<file path="src/lltd_pkg.sv">
// ============================================================================
// lltd_pkg: shared codes for the least-loaded task dispatcher
// Request kinds, result status codes and fixed field widths.
// ============================================================================
`default_nettype none

package lltd_pkg;

  // request kinds
  localparam logic [1:0] KIND_DISPATCH = 2'd0;
  localparam logic [1:0] KIND_TAKE     = 2'd1;
  localparam logic [1:0] KIND_FINISH   = 2'd2;

  // result status codes
  localparam logic [2:0] ST_PLACED  = 3'd0;
  localparam logic [2:0] ST_TAKEN   = 3'd1;
  localparam logic [2:0] ST_IDLE    = 3'd2;
  localparam logic [2:0] ST_NOREB   = 3'd3;
  localparam logic [2:0] ST_MOVED   = 3'd4;
  localparam logic [2:0] ST_REFUSED = 3'd5;

  // fixed field widths
  localparam int KIND_W  = 2;
  localparam int WRK_W   = 3;
  localparam int STAT_W  = 3;
  localparam int TCNT_W  = 7;
  localparam int BUSY_W  = 4;
  localparam int THR_W   = 7;

  // rebalance move cap per finish request
  localparam int MV_W = 7;
  localparam logic [MV_W-1:0] MOVE_CAP = 7'd64;

  localparam logic [THR_W-1:0] THR_RESET = 7'd10;

endpackage

`default_nettype wire

</file>
<file path="src/least_loaded_task_dispatcher_core.sv">
// ============================================================================
// least_loaded_task_dispatcher_core: per-worker load tracking and dispatch
// Pending counts live in a one-port-read, one-port-write synchronous memory.
// ============================================================================
// Take and finish read the count, then emit; a take finding zero rescans all
//   counts, dispatch scans unless the hinted worker holds at most one task.
// Rebalance: each move runs a target choice; scans read one count a cycle.
// Throughput: one request at a time; the next request is taken once the
//   current one has handed its final result to the output register.
// Reset: sync, active low; counts read zero via valid bits, hint 0, busiest none.
`default_nettype none

module least_loaded_task_dispatcher_core #(
  parameter int NUM_WORKERS = 8,
  parameter int MAX_PENDING = 127
) (
  input  wire logic                          clk,
  input  wire logic                          rst_n,
  // configuration
  input  wire logic                          cfg_wr_en,
  input  wire logic [lltd_pkg::THR_W-1:0]    cfg_wr_data,
  // request channel
  input  wire logic                          in_valid,
  output logic                               in_stall,
  input  wire logic [lltd_pkg::KIND_W-1:0]   in_kind,
  input  wire logic [lltd_pkg::WRK_W-1:0]    in_worker,
  // result channel
  output logic                               out_valid,
  input  wire logic                          out_stall,
  output logic [lltd_pkg::STAT_W-1:0]        out_status,
  output logic [lltd_pkg::WRK_W-1:0]         out_target_worker,
  output logic [lltd_pkg::TCNT_W-1:0]        out_target_count,
  output logic [lltd_pkg::BUSY_W-1:0]        out_busiest_worker,
  output logic                               out_last
);

  import lltd_pkg::*;

  localparam int WI = $clog2(NUM_WORKERS);        // worker index bits
  localparam int WB = $clog2(NUM_WORKERS + 1);    // busiest, holds "none"
  localparam int CW = $clog2(MAX_PENDING + 1);    // count bits

  localparam logic [WB-1:0] BUSY_NONE = WB'(NUM_WORKERS);
  localparam logic [WI-1:0] IDX_LAST  = WI'(NUM_WORKERS - 1);
  localparam logic [CW-1:0] CNT_MAX   = CW'(MAX_PENDING);
  localparam logic [CW-1:0] CNT_ONE   = CW'(1);

  typedef enum logic [3:0] {
    S_IDLE,      // wait for a request, issue first read
    S_TAKE,      // count of worker back: decrement or go idle
    S_BZ,        // busiest recompute scan
    S_FIN,       // finish: decide on rebalance
    S_RB_DEC,    // rebalance: pull one task off the shedding worker
    S_CH_START,  // target choice: read hinted worker
    S_CH_HINT,   // hinted count back
    S_CH_SCAN,   // scan from worker 0
    S_APPLY,     // place or refuse the task
    S_EMIT       // hand the result to the output register
  } state_t;

  state_t state_r, state_nxt;

  // ---------------------------------------------------------------------------
  // Count memory: one write and one registered read per cycle. The sequencer
  // never reads an entry at the edge it is written, so no forwarding needed.
  // ---------------------------------------------------------------------------
  logic [CW-1:0]          cnt_mem [NUM_WORKERS];
  logic [NUM_WORKERS-1:0] cnt_vld_r;
  logic                   mem_we, mem_re;
  logic [WI-1:0]          mem_wa, mem_ra;
  logic [CW-1:0]          mem_wd;
  logic [CW-1:0]          rd_data_r;

  always_ff @(posedge clk) begin
    if (mem_we) begin
      cnt_mem[mem_wa] <= mem_wd;
    end
    if (mem_re) begin
      rd_data_r <= cnt_vld_r[mem_ra] ? cnt_mem[mem_ra] : '0;
    end
  end

  // unwritten entries read as zero after reset
  always_ff @(posedge clk) begin
    if (!rst_n) begin
      cnt_vld_r <= '0;
    end else if (mem_we) begin
      cnt_vld_r[mem_wa] <= 1'b1;
    end
  end

  // ---------------------------------------------------------------------------
  // Sequencer state
  // ---------------------------------------------------------------------------
  logic [THR_W-1:0]  thr_r, thr_nxt;
  logic [WI-1:0]     hint_r, hint_nxt;
  logic [WB-1:0]     busiest_r, busiest_nxt;
  logic [WRK_W-1:0]  w_r, w_nxt;           // request worker, as given
  logic              reb_r, reb_nxt;       // choice runs for a rebalance move
  logic [WI-1:0]     idx_r, idx_nxt;       // scan address of rd_data_r
  logic [WI-1:0]     pick_r, pick_nxt;
  logic [CW-1:0]     best_r, best_nxt;
  logic [CW-1:0]     top_r, top_nxt;
  logic [WB-1:0]     who_r, who_nxt;
  logic [CW-1:0]     shed_r, shed_nxt;     // live count of the shedding worker
  logic [MV_W-1:0]   moves_r, moves_nxt;   // moves still to do

  // pending result
  logic [STAT_W-1:0] res_status_r, res_status_nxt;
  logic [WRK_W-1:0]  res_tw_r, res_tw_nxt;
  logic [CW-1:0]     res_tc_r, res_tc_nxt;
  logic              res_last_r, res_last_nxt;

  // output register
  logic              out_valid_r, out_valid_nxt;
  logic [STAT_W-1:0] out_status_r, out_status_nxt;
  logic [WRK_W-1:0]  out_tw_r, out_tw_nxt;
  logic [TCNT_W-1:0] out_tc_r, out_tc_nxt;
  logic [BUSY_W-1:0] out_busy_r, out_busy_nxt;
  logic              out_last_r, out_last_nxt;

  logic          out_free;
  logic [WI-1:0] w_idx;
  logic          in_absent;
  logic [CW-1:0] half_cnt;
  logic [MV_W-1:0] move_cnt;
  logic          refuse, last_move;

  assign out_free  = !out_valid_r || !out_stall;
  assign w_idx     = WI'(w_r);
  assign in_absent = 32'(in_worker) >= NUM_WORKERS;
  assign half_cnt  = rd_data_r >> 1;
  assign move_cnt  = (32'(half_cnt) > 32'(MOVE_CAP)) ? MOVE_CAP : MV_W'(half_cnt);
  assign refuse    = best_r >= CNT_MAX;
  assign last_move = reb_r && (moves_r == MV_W'(1));

  always_comb begin
    state_nxt      = state_r;
    thr_nxt        = cfg_wr_en ? cfg_wr_data : thr_r;
    hint_nxt       = hint_r;
    busiest_nxt    = busiest_r;
    w_nxt          = w_r;
    reb_nxt        = reb_r;
    idx_nxt        = idx_r;
    pick_nxt       = pick_r;
    best_nxt       = best_r;
    top_nxt        = top_r;
    who_nxt        = who_r;
    shed_nxt       = shed_r;
    moves_nxt      = moves_r;
    res_status_nxt = res_status_r;
    res_tw_nxt     = res_tw_r;
    res_tc_nxt     = res_tc_r;
    res_last_nxt   = res_last_r;
    out_valid_nxt  = out_valid_r && out_stall;
    out_status_nxt = out_status_r;
    out_tw_nxt     = out_tw_r;
    out_tc_nxt     = out_tc_r;
    out_busy_nxt   = out_busy_r;
    out_last_nxt   = out_last_r;
    mem_we         = 1'b0;
    mem_wa         = w_idx;
    mem_wd         = '0;
    mem_re         = 1'b0;
    mem_ra         = '0;

    unique case (state_r)
      S_IDLE: begin
        if (in_valid) begin
          w_nxt        = in_worker;
          res_last_nxt = 1'b1;
          case (in_kind) inside
            KIND_DISPATCH: begin
              reb_nxt   = 1'b0;
              mem_re    = 1'b1;
              mem_ra    = hint_r;
              state_nxt = S_CH_HINT;
            end
            KIND_TAKE, KIND_FINISH: begin
              if (in_absent) begin
                res_status_nxt = ST_NOREB;
                res_tw_nxt     = in_worker;
                res_tc_nxt     = '0;
                state_nxt      = S_EMIT;
              end else begin
                mem_re    = 1'b1;
                mem_ra    = WI'(in_worker);
                state_nxt = (in_kind == KIND_TAKE) ? S_TAKE : S_FIN;
              end
            end
            default: begin
              res_status_nxt = ST_NOREB;
              res_tw_nxt     = '0;
              res_tc_nxt     = '0;
              state_nxt      = S_EMIT;
            end
          endcase
        end
      end

      S_TAKE: begin
        if (rd_data_r == '0) begin
          hint_nxt  = w_idx;
          mem_re    = 1'b1;
          mem_ra    = '0;
          idx_nxt   = '0;
          top_nxt   = '0;
          who_nxt   = BUSY_NONE;
          state_nxt = S_BZ;
        end else begin
          mem_we         = 1'b1;
          mem_wa         = w_idx;
          mem_wd         = rd_data_r - CNT_ONE;
          res_status_nxt = ST_TAKEN;
          res_tw_nxt     = w_r;
          res_tc_nxt     = rd_data_r - CNT_ONE;
          state_nxt      = S_EMIT;
        end
      end

      S_BZ: begin
        if (rd_data_r > top_r) begin
          top_nxt = rd_data_r;
          who_nxt = WB'(idx_r);
        end
        if (idx_r == IDX_LAST) begin
          busiest_nxt    = (rd_data_r > top_r) ? WB'(idx_r) : who_r;
          res_status_nxt = ST_IDLE;
          res_tw_nxt     = w_r;
          res_tc_nxt     = '0;
          state_nxt      = S_EMIT;
        end else begin
          idx_nxt = idx_r + WI'(1);
          mem_re  = 1'b1;
          mem_ra  = idx_r + WI'(1);
        end
      end

      S_FIN: begin
        res_status_nxt = ST_NOREB;
        res_tw_nxt     = w_r;
        res_tc_nxt     = rd_data_r;
        state_nxt      = S_EMIT;
        if ((WB'(w_idx) == busiest_r) && (rd_data_r > thr_r)) begin
          if (move_cnt == '0) begin
            busiest_nxt = BUSY_NONE;
          end else begin
            shed_nxt     = rd_data_r;
            moves_nxt    = move_cnt;
            reb_nxt      = 1'b1;
            state_nxt    = S_RB_DEC;
          end
        end
      end

      S_RB_DEC: begin
        mem_we    = 1'b1;
        mem_wa    = w_idx;
        mem_wd    = shed_r - CNT_ONE;
        shed_nxt  = shed_r - CNT_ONE;
        state_nxt = S_CH_START;
      end

      S_CH_START: begin
        mem_re    = 1'b1;
        mem_ra    = hint_r;
        state_nxt = S_CH_HINT;
      end

      S_CH_HINT: begin
        pick_nxt = hint_r;
        best_nxt = rd_data_r;
        if (rd_data_r > CNT_ONE) begin
          mem_re    = 1'b1;
          mem_ra    = '0;
          idx_nxt   = '0;
          state_nxt = S_CH_SCAN;
        end else begin
          state_nxt = S_APPLY;
        end
      end

      S_CH_SCAN: begin
        if (rd_data_r == '0) begin
          // first empty worker wins outright
          pick_nxt  = idx_r;
          best_nxt  = '0;
          state_nxt = S_APPLY;
        end else begin
          if (rd_data_r < best_r) begin
            pick_nxt = idx_r;
            best_nxt = rd_data_r;
          end
          if (idx_r == IDX_LAST) begin
            state_nxt = S_APPLY;
          end else begin
            idx_nxt = idx_r + WI'(1);
            mem_re  = 1'b1;
            mem_ra  = idx_r + WI'(1);
          end
        end
      end

      S_APPLY: begin
        res_tw_nxt   = WRK_W'(pick_r);
        res_last_nxt = !reb_r || last_move;
        if (refuse) begin
          res_status_nxt = ST_REFUSED;
          res_tc_nxt     = best_r;
          if (reb_r) begin
            // refused move: task returns to the shedding worker
            mem_we   = 1'b1;
            mem_wa   = w_idx;
            mem_wd   = shed_r + CNT_ONE;
            shed_nxt = shed_r + CNT_ONE;
          end
        end else begin
          mem_we         = 1'b1;
          mem_wa         = pick_r;
          mem_wd         = best_r + CNT_ONE;
          res_status_nxt = reb_r ? ST_MOVED : ST_PLACED;
          res_tc_nxt     = best_r + CNT_ONE;
          if (reb_r && (pick_r == w_idx)) begin
            shed_nxt = best_r + CNT_ONE;
          end
        end
        if (reb_r) begin
          moves_nxt = moves_r - MV_W'(1);
        end
        if (last_move) begin
          busiest_nxt = BUSY_NONE;
        end
        state_nxt = S_EMIT;
      end

      S_EMIT: begin
        if (out_free) begin
          out_valid_nxt  = 1'b1;
          out_status_nxt = res_status_r;
          out_tw_nxt     = res_tw_r;
          out_tc_nxt     = TCNT_W'(res_tc_r);
          out_busy_nxt   = BUSY_W'(busiest_r);
          out_last_nxt   = res_last_r;
          state_nxt      = res_last_r ? S_IDLE : S_RB_DEC;
        end
      end

      default: state_nxt = S_IDLE;
    endcase
  end

  always_ff @(posedge clk) begin
    if (!rst_n) begin
      state_r     <= S_IDLE;
      thr_r       <= THR_RESET;
      hint_r      <= '0;
      busiest_r   <= BUSY_NONE;
      reb_r       <= 1'b0;
      out_valid_r <= 1'b0;
    end else begin
      state_r     <= state_nxt;
      thr_r       <= thr_nxt;
      hint_r      <= hint_nxt;
      busiest_r   <= busiest_nxt;
      reb_r       <= reb_nxt;
      out_valid_r <= out_valid_nxt;
    end
  end

  // payload registers, no reset
  always_ff @(posedge clk) begin
    w_r          <= w_nxt;
    idx_r        <= idx_nxt;
    pick_r       <= pick_nxt;
    best_r       <= best_nxt;
    top_r        <= top_nxt;
    who_r        <= who_nxt;
    shed_r       <= shed_nxt;
    moves_r      <= moves_nxt;
    res_status_r <= res_status_nxt;
    res_tw_r     <= res_tw_nxt;
    res_tc_r     <= res_tc_nxt;
    res_last_r   <= res_last_nxt;
    out_status_r <= out_status_nxt;
    out_tw_r     <= out_tw_nxt;
    out_tc_r     <= out_tc_nxt;
    out_busy_r   <= out_busy_nxt;
    out_last_r   <= out_last_nxt;
  end

  assign in_stall           = (state_r != S_IDLE);
  assign out_valid          = out_valid_r;
  assign out_status         = out_status_r;
  assign out_target_worker  = out_tw_r;
  assign out_target_count   = out_tc_r;
  assign out_busiest_worker = out_busy_r;
  assign out_last           = out_last_r;

endmodule

`default_nettype wire

</file>
<file path="config.mk">
export PLATFORM = sky130hd
export DESIGN_NAME = least_loaded_task_dispatcher_core
export DESIGN_NICKNAME = d
export VERILOG_FILES = /design/src/lltd_pkg.sv /design/src/least_loaded_task_dispatcher_core.sv
export SDC_FILE = /design/constraint.sdc
export NUM_CORES = 1
export LEC_CHECK = 0
export CAP_MARGIN = 25
export CORE_UTILIZATION = 27
export CTS_CLUSTER_SIZE = 8
export DETAILED_ROUTE_END_ITERATION = 8
export DONT_BUFFER_PORTS = 1
export SLEW_MARGIN = 10
export SYNTH_ARGS = -nofsm -noshare
export SYNTH_HDL_FRONTEND = slang
export SYNTH_SLANG_ARGS = --single-unit
</file>
<file path="constraint.sdc">
create_clock -name clk -period 4.5 [get_ports clk]
set_input_delay 0.9 -clock clk [delete_from_list [all_inputs] [get_ports clk]]
set_output_delay 0.9 -clock clk [all_outputs]
set_load 0.01 [all_outputs]
</file>
==> After elaboration in Yosys (flattened, before gate mapping) <==
Memory sizes are Yosys's and may differ from the RTL's. A register that Yosys moved wholly into a read port is not among the register bits.
Cells that the tools add are included.
{ "word_totals": {"inputBits": 17, "ramBits": 56, "ff_bits": 101, "out_inout_bits": 20, "memories": 1} }
{ "classes": {"n_addsub": 6, "magnitude_cmp": 9, "eq_ne": 35, "muxes": 107, "reduce_logical": 40, "bitwise_logic": 1} }
{ "mem_list": {"columns": ["name", "words", "word_bits", "rd", "rd_ports_with_merged_regs", "write_ports", "line_no", "text"], "rows": [
  ["cnt_mem", 8, 7, 1, 1, 1, "least_loaded_task_dispatcher_core.sv:67", "logic [CW-1:0] cnt_mem [NUM_WORKERS];"]
]} }
{ "ops": {"columns": ["operator", "count"], "rows": [
  ["$mux W7", 22],
  ["$mux W3", 26],
  ["$mux W4", 17],
  ["$pmux W7 S2", 3],
  ["$pmux W7 S3", 2],
  ["$pmux W4 S10", 1],
  ["$pmux W7 S5", 1],
  ["$ne A2 B2 Y1 const B", 16],
  ["$pmux W3 S5", 2],
  ["$pmux W3 S4", 2],
  ["$mux W1", 21],
  ["$sub A7 B1 Y7 const B", 3],
  ["$eq A4 B3 Y1 const B", 4],
  ["$reduce_and A5 Y1", 3],
  ["$add A7 B1 Y7 const B", 2],
  ["$gt A7 B7 Y1", 2],
  ["$logic_not A7 Y1", 2],
  ["$ne A3 B3 Y1 const B", 4],
  ["$pmux W4 S3", 1],
  ["$reduce_and A2 Y1", 6],
  ["$reduce_and A4 Y1", 3],
  ["$reduce_bool A2 Y1", 5],
  ["$eq A4 B2 Y1 const B", 2],
  ["$eq A4 B4 Y1 const B", 2],
  ["other kinds (34)", 46]
]} }

==> Depth between registers and ports, before layout <==
Gate-level depths: netlist of run 1.
{ "depth": {"depth_word": 9, "mapped_depth": 12, "depth_no_buf": 10} }

==> Worst setup path before layout of run 1 <==
Ideal clock, no wire load.
{ "synth_path": {"path_type": "input to register", "from": "input port in_kind[0] (netlist name)", "to": "register rd_data_r[0], read port of cnt_mem, data pin", "arrival_ns": 2.838, "slack_ns": 1.405, "n_path_buf": 0, "t_required_ns": 4.243, "setup_ns": 0.257, "path_stages": 9, "path_cell_list": "inv_1 > ha_1 > nor4bb_1 > or2_1 > a32o_1 > a211oi_1 > a22o_1 > a221o_4 > nor3_2"} }
{ "synth_via": {"elab_chain_cells": 9} }
{ "synth_rtl": {"columns": ["element", "line_no", "text"], "rows": [
  ["start, declared", "least_loaded_task_dispatcher_core.sv:25", "input wire logic [lltd_pkg::KIND_W-1:0] in_kind,"],
  ["$eq A2 B1 Y1 / $eq A2 B2 Y1 (equally long branches)", null, null],
  ["$reduce_or A2 Y1", "least_loaded_task_dispatcher_core.sv:172", "case (in_kind) inside"],
  ["$mux W3 (2 in a row)", "least_loaded_task_dispatcher_core.sv:172", null],
  ["$mux W3", "least_loaded_task_dispatcher_core.sv:169", "if (in_valid) begin"],
  ["$pmux W3 S4", "least_loaded_task_dispatcher_core.sv:167", "unique case (state_r)"],
  ["$bmux W1 S3", "least_loaded_task_dispatcher_core.sv:79", "rd_data_r <= cnt_vld_r[mem_ra] ? cnt_mem[mem_ra] : '0;"],
  ["$mux W1 (not written as such)", "least_loaded_task_dispatcher_core.sv:79", null],
  ["$logic_not A1 Y1 (no line)", null, null],
  ["end, declared", "least_loaded_task_dispatcher_core.sv:72", "logic [CW-1:0] rd_data_r;"]
]} }
Several ways; a longest one is shown, not always the timed one. The select of a mux whose other input is x is not followed.
A chain may end at the register's enable or synchronous reset.

==> Final worst setup path of run 1 <==
{ "layout_path": {"from": "register state_r[2]", "to": "register rd_data_r[3], read port of cnt_mem, data pin"} }
{ "layout_via": {"elab_chain_cells": 5} }
{ "layout_rtl": {"columns": ["element", "line_no", "text"], "rows": [
  ["start, declared", "least_loaded_task_dispatcher_core.sv:61", "state_t state_r, state_nxt;"],
  ["start signal, assigned", "least_loaded_task_dispatcher_core.sv:361", "state_r <= state_nxt;"],
  ["$eq A4 B3 Y1, or another cell as far along", "least_loaded_task_dispatcher_core.sv:167", null],
  ["$pmux W3 S4", "least_loaded_task_dispatcher_core.sv:167", null],
  ["$bmux W1 S3", "least_loaded_task_dispatcher_core.sv:79", null],
  ["$mux W1 (not written as such)", "least_loaded_task_dispatcher_core.sv:79", null],
  ["$logic_not A1 Y1 (no line)", null, null]
]} }
Several ways; a longest one is shown, not always the timed one. The select of a mux whose other input is x is not followed.

==> results of run 1 <==
flip-flops by register name, indices dropped and copies added, names as in the netlist, 7 cells and up:
signal            cells
cnt_mem              56
cnt_vld_r             8
best_r                7
moves_r               7
out_target_count      7
rd_data_r             7
res_tc_r              7
shed_r                7
thr_r                 7
top_r                 7
cells in the final DEF (no fill, tap or decap), drive strengths merged, types with 20 or more instances in the layout:
cell and count:
edfxtp 136, mux2i 39, nand3 21, a21oi 28
dfxtp 28, ha 34, inv 48, nor2 71
o21ai 36, nor3 20, nand2 46
synthesized netlist by cell type, types with 4 or more instances:
master | n | area, um^2
o22ai_1 | 5 | 31.28
nor3_2 | 7 | 70.07
edfxtp_1 | 136 | 4084
a21oi_1 | 28 | 140.1
and2_1 | 10 | 62.56
xnor2_1 | 18 | 157.7
o221ai_1 | 4 | 35.03
xor2_1 | 14 | 122.6
or3_1 | 4 | 25.02
mux2i_1 | 39 | 390.4
nor2_1 | 70 | 262.8
nand3_1 | 21 | 105.1
nand2_1 | 46 | 172.7
nor2b_1 | 16 | 100.1
a21boi_0 | 8 | 60.06
a21o_1 | 6 | 45.04
nor3_1 | 13 | 65.06
a211o_1 | 5 | 43.79
dfxtp_1 | 28 | 560.5
ha_1 | 34 | 425.4
nand4_1 | 6 | 37.54
a31oi_1 | 10 | 62.56
o21a_1 | 13 | 97.59
clkbuf_1 | 36 | 135.1
a22o_1 | 15 | 131.4
o21ai_0 | 36 | 180.2
inv_1 | 41 | 153.9
and3_1 | 4 | 25.02
critical path, delay by kind of cell, from the launching register on:
kind	cells	cell delay (ns)
muxes	1	0.16
DFF	1	0.31
and+or+nand+nor	3	1.29
buffers and inverters	1	0.21
AOI/OAI and AO/OA	3	1.35
cells by family (layout without fill, tap and decap cells):
group / after synthesis / count (layout)
buffers and inverters: 83 / 90
and+or+nand+nor: 219 / 219
AOI/OAI and AO/OA: 163 / 163
DFF: 164 / 164
muxes: 42 / 42
xor gates and xnor gates: 32 / 32
adders and majority gates: 34 / 34
per-layer routing:
metal | share of wire [%] | track usage [%]
met5 | 0 | 0
met4 | 2.0 | 4.808
met3 | 5.6 | 3.792
met2 | 49 | 22.73
met1 | 44 | 17.37
stage by stage:
step | utilization [%] | setup WS, ns | hold WS, ns | power, mW
6_report | 30.86 | 1.018 | 0.4179 | 6.000
5_1_grt | 30.86 | 0.8661 | 0.4335 | 6.312
4_1_cts | 30.77 | 1.037 | 0.4193 | 5.982
3_5_place_dp | 28.82 | 1.030 | 0.4045 | 4.499
3_3_place_gp | 28.80 | 1.048 | 0.4012 | 4.458
2_1_floorplan | - | 1.405 | 0.4003 | 3.810
final cells by class:
cell class	count	area, um^2	share of cell area (%)
sequential	164	4644	49.34
multi-input combinational	490	3388	35.99
tap	396	495.5	5.263
clock buffer	18	429.2	4.559
clock inverter	14	165.2	1.754
inverter	41	153.9	1.635
timing repair buffer	17	137.6	1.462
report_power, final:
part	leakage (nW)	switching (mW)	internal, mW
Combinational	1.57	1.38	0.740
Sequential	1.48	0.235	2.16
Clock	0.292	0.645	0.835
worst min path at each step:
| stage | to | slack, ns | depth (start not counted) |
|---|---|---|---|
| 2_1_floorplan | out_status[0] | 0.40 | 0 |
| 3_3_place_gp | out_target_count[3] | 0.40 | 0 |
| 3_5_place_dp | out_status[2] | 0.40 | 0 |
| 4_1_cts | out_status[2] | 0.42 | 0 |
| 5_1_grt | out_status[1] | 0.43 | 0 |
| 6_report | out_status[2] | 0.42 | 0 |
==> summary.txt, run 1 <==
Status
  – Status: complete, no violations

Clock network
  – CTS Hold Buffers Added: 0
  – Clk root buf: clkbuf_16
  – CTS tree: built
  – CTS Sinks: 164
  – Post-CTS setup repair buffer count: 0
  – CTS resizes: 0
  – H-tree Lvls: 4
  – Skew-Pair Late Insertion Delay: 0.44 ns
  – Worst-path clk slew: 0.07 ns
  – TritonCTS Buffers: 17
  – Clock Path Buffers: 2

Logic synthesis
  – Sequential area share after synthesis: 55.60%
  – Count of cell types in the netlist: 66
  – Synth Net Count: 788
  – Synth Instances: ~740
  – Async SR Flop Fraction: 0%
  – Post-synthesis mux area share: 5.078%
  – Synth Area in Simple Gates: 13.11%
  – Warnings, synthesis: 0
  – Mapped cell area: 8353 um^2
  – Mean post-synth cell area: 11.33 um^2
  – Post-synth EDFFs: 136
  – Adder-Cell Fraction of Synth Area: 5.093%
  – Predominant post-synthesis flop cell: edfxtp_1
  – Combinational family with the most area after synthesis: compound AO/OA/AOI/OAI gates
  – Compound-Gate Fraction of Synth Area: 13.83%
  – Xor and xnor area share after synthesis: 3.355%
  – Register bit total from synthesis: 164

STA
  – Setup TNS: 0 ns
  – Fin crit share: 77.38%
  – Peak Freq: roughly 0.29 GHz
  – Clock Skew: 0.01180 ns
  – Final Hold Viols: 0
  – Min Tclk post-route: 3.482 ns
  – Worst-margin pin slew: 0.9861 ns
  – Setup violators final: 0
  – Max-slew violations: 0
  – Max-Slew Margin vs Limit: 34.26%
  – RSZ-0062 raised after global routing: no

Route
  – Drt drc: 0
  – DRT Pass-1 Iters: 5
  – ANT nets after route: 0
  – WL/cell: 18.24 um
  – Final wirelength: 20.79 mm
  – DR vias: 5678
  – Vias per inst: 4.981
  – DR iter-0 viols: 478

Worst setup path
  – R2r endpoint: rd_data_r[3]
  – Critical path type: reg2reg
  – Crit. End Element: flop
  – Max incr delay on CP: 0.76 ns
  – CP max stage cell: or4b_1
  – RR Startpoint: state_r[2]
  – CP cell instances: buf_4 -> or4b_1 -> and3_4 -> o211ai_4 -> mux2i_1 -> a22o_1 -> a221o_4 -> nor3_2
  – Startpoint Class: flop
  – Worst reg2reg path depth: 8
  – Worst reg-to-reg setup slack: 1.02 ns
  – Maximum fanout along the worst path: 23
  – Worst Setup EP: rd_data_r[3]
  – Worst EP required: 4.78 ns
  – Crit path launch: state_r[2]
  – Worst EP arrival: 3.76 ns

Cells and area
  – Layout Cells excl Fill: 1140
  – Area Growth Syn to Fin: 12.70%
  – Antenna cells: 0
  – Fillers: 3058
  – NumNets Final: 782
  – Cell area after layout: 9414 um^2
  – Share of cells above drive strength 1: roughly 9.0%

Placed design
  – DP Cell Count: between 1000 and 1500
  – Port bufs: 0
  – Placer Congestion: 0.9267
  – Placed Area: 8792 um^2
  – DP HPWL: 15.02 mm

GRT
  – Largest net degree at the start of global routing: 31
  – Total gr overflow: 0
  – GRT Overall Usage: roughly 14%
  – Initial antenna violation count: 0
  – Vias in the first global route: 5545
  – First-pass GRT wire length: about 32 mm

Worst hold path
  – Worst Hold Class: reg2reg
  – HP Start: res_status_r[2]

Power
  – Worst IR drop on VDD: ~330 uV
  – Pwr per Cell Area: 637.4 nW/um^2
  – Static Leak: 3.343 nW

Die
  – I/O pin count: 37
  – Die Width: 177.9 um
  – Rows: 64
  – Die Ht: 177.9 um
  – Die ar.: 31640 um^2
  – Core ar.: approximately 31000 um^2
  – Starting Density: 27.38%

Flow run
  – MaxCap Viol Count: 0
Note: power is estimated with default switching activity, not from simulation.
==> inputs of run 2 (changes only) <==
- clock period: 4.5 -> 3.56 ns (I/O delays scaled with it)
==> summary.txt, run 2 (synthesized netlist as in run 1, its figures left out) <==
Status
  – Status: complete, no violations

Route
  – DR iter-0 viols: 448
  – WL/cell: 17.50 um
  – Drt drc: 0
  – DRT Pass-1 Iters: 6
  – Final wirelength: 20.24 mm
  – DR vias: 5706
  – Vias per inst: slightly below 5
  – ANT nets after route: 0

Clock network
  – Clock Path Buffers: 2
  – TritonCTS Buffers: 17
  – Clk root buf: clkbuf_16
  – Worst-path clk slew: 0.07 ns
  – CTS resizes: 0
  – CTS Hold Buffers Added: 0
  – H-tree Lvls: 4
  – Skew-Pair Late Insertion Delay: 0.43 ns
  – Post-CTS setup repair buffer count: 0
  – CTS Sinks: around 160
  – CTS tree: built

Die
  – Starting Density: 27.38%
  – Die ar.: approximately 32000 um^2
  – Die Width: 177.9 um
  – Die Ht: 177.9 um
  – I/O pin count: 37
  – Rows: 64
  – Core ar.: 30510 um^2

Power
  – Reg power frac: 39.2%
  – Pwr per Cell Area: 796.9 nW/um^2
  – Net Sw Power: 2.862 mW
  – Power Internal: 4.729 mW
  – Static Leak: 3.420 nW
  – Clock share of power: between 20% and 30%
  – Sw Ratio: 37.71%
  – Part of the power in combinational logic: 36.4%
  – Worst IR drop on VDD: 361.7 uV

STA
  – Peak Freq: between 0.3 and 0.4 GHz
  – Clock Skew: 0.01298 ns
  – Worst-margin pin slew: around 1.0 ns
  – Min Tclk post-route: about 3.3 ns
  – Max-Slew Margin vs Limit: 33.50%
  – Max-slew violations: 0
  – Fin crit share: 92.23%
  – Final Hold Viols: 0
  – Setup TNS: 0 ns
  – Setup violators final: 0
  – RSZ-0062 raised after global routing: no

GRT
  – Largest net degree at the start of global routing: 31
  – Total gr overflow: 0
  – GRT Overall Usage: 13.57%
  – First-pass GRT wire length: 32.41 mm
  – Vias in the first global route: around 5500
  – Initial antenna violation count: 0

Cells and area
  – Largest registers: cnt_mem (56), cnt_vld_r (8)
  – Area Growth Syn to Fin: 14.05%
  – Share of cells above drive strength 1: 11.30%
  – Max reg flops: 56
  – Multi-input logic area: approximately 3400 um^2
  – Layout Cells excl Fill: 1157
  – Commonest non-fill, non-tap cell in the layout: edfxtp_1
  – Commonest non-fill, non-tap cells in the layout: edfxtp_1, nor2_1, nand2_1
  – NumNets Final: 799
  – Antenna cells: 0
  – Reg with most FFs: cnt_mem
  – Total area of sequential cells: 4644 um^2
  – Fillers: about 3000

Worst setup path
  – Crit. End Element: flop
  – Critical path type: reg2reg
  – CP max stage cell: edfxtp_1
  – Top delay family on crit path: simple AND/OR/NAND/NOR gates
  – CP bufs+invs: 1
  – Worst EP arrival: 3.56 ns
  – Worst EP required: 3.84 ns
  – Startpoint Class: flop
  – Max incr delay on CP: 0.48 ns
  – CP cell instances: inv_1 -> ha_1 -> nor4b_1 -> and3_4 -> o211ai_4 -> mux2i_1 -> a22o_1 -> a221o_4 -> nor3_2
  – Maximum fanout along the worst path: 15

Worst hold path
  – Worst Hold Class: in2reg

Flow run
  – MaxCap Viol Count: 0

Placed design
  – DP HPWL: around 15 mm
  – DP Cell Count: 1124
  – Port bufs: 0
  – Placer Congestion: 0.9076
-- run 2: cell types whose count changed in the layout (fill, tap and decap cells not counted) --
cell / delta
buf_4: +19
inv_8: +3
clkinv_4: -2
buf_8: -1
bufinv_16: -1
clkinv_1: -1
clkinv_8: +1
clkinvlp_4: +1
dlymetal6s2s_1: -1
inv_6: -1
-- run 2: worst paths after layout --
check | from | end | slack, ns | cells after the start
hold reg to reg | res_tc_r[4] | out_target_count[4] | 0.42 | 0
setup / recovery | rd_data_r[0] | rd_data_r[5] | 0.28 | 9
setup reg to reg | rd_data_r[0] | rd_data_r[5] | 0.28 | 9
hold / removal | in_worker[1] | w_idx[1] | 0.38 | 0
-- run 2: final cells by class --
class,instances,share of cell area [%]
multi-input combinational,490,35.57
timing repair buffer,34,2.653
inverter,41,1.615
clock buffer,18,4.505
tap,396,5.201
sequential,164,48.75
clock inverter,14,1.707
-- run 2: power by group through the flow --
stage	Clock (mW)	Combinational (mW)	Sequential [mW]
after floorplan	0	1.92	2.90
after global placement	0	2.66	3.01
after detailed placement	0	2.73	3.02
after CTS	1.88	2.75	2.98
after global routing	1.95	3.05	3.02
final	1.85	2.77	2.98
-- run 2: layer usage --
metal  up-vias  wire length [um]  track usage, %
met5         -                 0               0
met4         0               448           5.377
met3        29               905           2.785
met2       181              9792           21.89
met1      2767              9096           17.68
li1       2729                 -               -
-- run 2: worst register-to-register path, stage by stage (launching register included) --
cell      delay [ns]
edfxtp_1        0.48
inv_1           0.22
ha_1            0.25
nor4b_1         0.48
and3_4          0.33
o211ai_4        0.28
mux2i_1         0.21
a22o_1          0.27
a221o_4         0.40
nor3_2          0.20
-- run 2: stage by stage --
stage | util [%] | power (mW) | setup WS (ns) | hold WS, ns | area [um^2]
after CTS | 31.21 | 7.605 | 0.2723 | 0.3617 | 9522
after detailed placement | 29.27 | 5.754 | 0.2989 | 0.4045 | 8930
after global placement | 29.22 | 5.676 | 0.3615 | 0.4016 | 8915
final | 31.23 | 7.591 | 0.2767 | 0.3753 | 9527
after floorplan | - | 4.816 | 0.6528 | 0.4003 | 8353
after global routing | 31.23 | 8.021 | 0.05778 | 0.3537 | 9527
